==> src/design/phm_ram.sv <==
// Generic single-port synchronous RAM with a registered read.
// Depends on nothing.
`timescale 1ns / 1ps
module phm_ram #(
    parameter int WIDTH = 8,
    parameter int DEPTH = 16
) (
    input  logic                     clk,
    input  logic                     we,
    input  logic [$clog2(DEPTH)-1:0] addr,
    input  logic [WIDTH-1:0]         wdata,
    output logic [WIDTH-1:0]         rdata
);
    logic [WIDTH-1:0] mem [DEPTH];

    always_ff @(posedge clk)
    begin
        if (we)
        begin
            mem[addr] <= wdata;
        end
        rdata <= mem[addr];
    end
endmodule

==> config.mk <==
export PLATFORM = sky130hd
export DESIGN_NAME = phm_ram
export DESIGN_NICKNAME = d
export VERILOG_FILES = /design/src/design/phm_ram.sv
export SDC_FILE = /design/constraint.sdc
export NUM_CORES = 1
export LEC_CHECK = 0
export ABC_CLOCK_PERIOD_IN_PS = 2550
export BUFFER_PORTS_ARGS = -buffer_cell sky130_fd_sc_hd__buf_2
export CORE_ASPECT_RATIO = 1.2
export CORE_MARGIN = 1.5
export CORE_UTILIZATION = 34
export DETAILED_ROUTE_END_ITERATION = 6
export GPL_TIMING_DRIVEN = 0
export HOLD_SLACK_MARGIN = 0.08
export PLACE_DENSITY_LB_ADDON = 0.08
export SLEW_MARGIN = 40
export SYNTH_ARGS = -nofsm -noshare
export SYNTH_HDL_FRONTEND = slang
export SYNTH_SLANG_ARGS = --single-unit
==> constraint.sdc <==
create_clock -name clk -period 2.55 [get_ports clk]
set_input_delay 0.765 -clock clk [delete_from_list [all_inputs] [get_ports clk]]
set_output_delay 0.765 -clock clk [all_outputs]
set_load 0.005 [all_outputs]
==> PnR_summary.wiki <==
{| class="wikitable"
! Metric !! Value
|-
| Category of the critical setup timing path || in -> reg
|-
| Number of antenna violations at the first check in global routing || 0
|-
| Critical Path Start Type || input pin
|-
| Tcrit/Tclk final || 0.866
|-
| Clock tree from TritonCTS || done
|-
| Synthesis Warnings || 0
|-
| Endpoint of the lowest-slack register-to-register path || rdata[4]
|-
| Cts bufs inserted || 17
|-
| Flip-flop and latch area || 0.00400 sq mm
|-
| Share of post-route cells with drive strength above 1 || 0.352
|-
| Post-detailed-route count of antenna-violating nets || 0
|-
| # Post-CTS Setup Buffers || 0
|-
| Largest net degree at the start of global routing || 17
|-
| Drt wl/cell || 22.0 um
|-
| Final critical path time including I/O delays and setup || 2.21 ns
|-
| Clock Path Buffers || 2
|-
| Top-level port count || 22
|-
| Die Span Y || 137 um
|-
| Worst IR Drop VDD || 0.000387 V
|-
| Vias || 2283
|-
| Final number of max-transition violations || 0
|-
| Cells after synthesis || 230
|-
| Starting density of the core || 0.350
|-
| Number of instances resized during post-cts repair || 1
|-
| Slew @ Worst Pin || 0.767 ns
|-
| Post-synthesis cell area || 0.00507 sq mm
|-
| RSZ-0062 raised after global routing || false
|-
| Wire length of the first global-routing pass || 15.3 mm
|-
| Count of inserted antenna diode cells || 0
|-
| Reg2Reg Setup Slack || 1.15 ns
|-
| Die ar. || 0.0156 sq mm
|-
| Clock tree sinks || 136
|-
| Clock-pin slew on the worst setup and hold paths || 0.05 ns
|-
| Instance area after placement || 0.00543 sq mm
|-
| Startpoint of the worst setup timing path || addr[1]
|-
| Drt pass-1 iters || 4
|-
| Total of endpoints with negative setup slack in the final report || 0
|-
| Clock insertion delay at the later pin of the skew report || 0.41 ns
|-
| Detailed-route wire length || 10.6 mm
|-
| Class of the most critical hold timing path || reg -> reg
|-
| Lkg Pwr || 1.91 nW
|-
| Leading area contributor after synthesis || sky130_fd_sc_hd__edfxtp_1
|-
| I/O Buffers || 19
|-
| Average via count per standard cell || 4.75
|-
| Area of the multi-input gates || 0.00106 sq mm
|-
| Critical path data required time || 2.58 ns
|-
| Flip-flop and latch count after synthesis || 136
|-
| Filler cell count in the final layout || 1263
|-
| Core region area || 0.0145 sq mm
|-
| Area grow syn2layout || 18.3%
|-
| Run status || finished clean
|-
| Worst r2r src || mem[11][4]
|-
| Final net count || 282
|-
| Path depth of the worst reg2reg path || 3
|-
| GP Congestion || 0.655
|-
| Post-synthesis cell type count || 18
|-
| Number of buffers inserted by hold repair at cts || 0
|-
| Syn nets || 244
|-
| Overall die width || 114 um
|-
| Number of global-route vias before repair || 2347
|-
| Top cells by area, synth || sky130_fd_sc_hd__edfxtp_1, sky130_fd_sc_hd__mux4_2, sky130_fd_sc_hd__dfxtp_1
|-
| Highest fanout seen on the critical path || 10
|-
| Clock tree root buffer cell || sky130_fd_sc_hd__clkbuf_16
|-
| Power per unit of standard cell area || 821 mW/mm^2
|-
| Layout Skew || 0.00744 ns
|-
| Endpoint of the most critical setup path || mem[13][0]
|-
| Fraction of post-synthesis cell area in the top cell type by area || 0.759
|-
| Max-cap violations || 0
|-
| Overall fraction of global-route tracks in use || 0.148
|-
| WP data arrival || 2.24 ns
|-
| Number of endpoints with negative hold slack in the final report || 0
|-
| Max Fclk || 0.453 GHz
|-
| Final non-filler cell area || 0.00600 sq mm
|-
| Sequential area share after synthesis || 0.790
|-
| Syn_area_per_cell || 22.0 sq um
|-
| Number of placement rows || 48
|-
| Number of DRC violations after detailed routing || 0
|-
| H-tree level count || 4
|-
| Utilization after layout || 0.414
|-
| CP Capture Type || flop
|-
| Number of DRC markers after the initial detailed-route iteration || 141
|-
| Overall overflow remaining after global route || 0
|-
| Relative slew margins || 0.486
|-
| Hpwl dp || 6.70 mm
|}
[power breakdown]
| group | total, W | internal (W) | switching (W) |
|---|---|---|---|
| logic | 0.000245 | 0.0000956 | 0.000149 |
| registers | 0.00251 | 0.00250 | 0.0000106 |
| clock network | 0.00217 | 0.00132 | 0.000846 |
[cells in the mapped netlist]
cell                       count
sky130_fd_sc_hd__buf_6         2
sky130_fd_sc_hd__nand2b_1      2
sky130_fd_sc_hd__nor2_1       13
sky130_fd_sc_hd__buf_1         4
sky130_fd_sc_hd__edfxtp_1    128
sky130_fd_sc_hd__nor3_1        4
sky130_fd_sc_hd__nand3_1       1
sky130_fd_sc_hd__clkbuf_2      1
sky130_fd_sc_hd__mux4_2       32
sky130_fd_sc_hd__and2_1        1
sky130_fd_sc_hd__nand3b_1      2
sky130_fd_sc_hd__or3b_2        1
sky130_fd_sc_hd__nor2b_1       2
sky130_fd_sc_hd__a22oi_1      16
sky130_fd_sc_hd__buf_2         2
sky130_fd_sc_hd__dfxtp_1       8
sky130_fd_sc_hd__clkbuf_1      2
sky130_fd_sc_hd__nand2_1       9
[registers in the layout, summed over array words and instances (netlist names)]
signal	count
rdata	8
mem	128
[final cells by class]
class                           instances  share of cell area
Clock inverter                         11              0.0138
Clock buffer                           21              0.0735
Multi-Input combinational cell         83               0.177
Timing Repair Buffer                   19              0.0159
Buffer                                 11              0.0104
Tap cell                              200              0.0417
Sequential cell                       136               0.668
[critical path, stage by stage]
cell and delay (ns):
sky130_fd_sc_hd__buf_2 0.20, sky130_fd_sc_hd__clkbuf_2 0.30, sky130_fd_sc_hd__nand2b_1 0.32, sky130_fd_sc_hd__nor2_1 0.64
[cells by family (layout without fill, tap and decap cells)]
family                 count (synthesis)  in the layout  synth area share
DFF                                  136            136             0.790
and+or+nand+nor                       35             35            0.0321
muxes                                 32             32             0.142
AOI/OAI and AO/OA                     16             16            0.0237
buffers and inverters                 11             62            0.0119
[layout by cell type (no fill, tap or decap), types with 3 or more instances in the layout]
cell type and instances:
sky130_fd_sc_hd__a22oi_1 16, sky130_fd_sc_hd__buf_2 21, sky130_fd_sc_hd__clkbuf_1 6, sky130_fd_sc_hd__clkbuf_16 17, sky130_fd_sc_hd__clkbuf_2 3, sky130_fd_sc_hd__clkinv_2 6
sky130_fd_sc_hd__dfxtp_1 8, sky130_fd_sc_hd__edfxtp_1 128, sky130_fd_sc_hd__mux4_2 32, sky130_fd_sc_hd__nand2_1 9, sky130_fd_sc_hd__nor2_1 3, sky130_fd_sc_hd__nor2_2 10
[worst min-delay path by stage]
stage | startpoint | end | slack (ns) | cells past startpoint
2_1_floorplan | mem[14][0] | rdata[0] | 0.63 | 3
3_3_place_gp | mem[10][6] | rdata[6] | 0.67 | 3
3_5_place_dp | mem[10][6] | rdata[6] | 0.67 | 3
4_1_cts | mem[10][6] | rdata[6] | 0.68 | 3
5_1_grt | mem[11][6] | rdata[6] | 0.72 | 3
6_report | mem[10][6] | rdata[6] | 0.68 | 3
[layer usage]
layer  vias up  part of all wire  track usage  routed length, um
met2        52              0.50        0.233               5250
met4         0             0.014       0.0604                150
met3         9             0.031       0.0381                326
met1      1179              0.46        0.196               4880
met5         -                 0            0                  0
li1       1043                 -            -                  -
[stage by stage]
stage | std cells | setup TNS, ns | setup slack, ns | hold slack (ns) | total power (W)
floorplan | 230 | 0 | 0.292 | 0.635 | 0.00269
CTS | 481 | -0.692 | -0.0260 | 0.680 | 0.00497
global route | 481 | 0 | 0.245 | 0.716 | 0.00509
detailed placement | 449 | -34.94 | -0.467 | 0.671 | 0.00280
finish | 481 | 0 | 0.341 | 0.679 | 0.00492
global placement | 449 | -39.39 | -0.392 | 0.671 | 0.00280
Power figures use the tool's default switching activity.
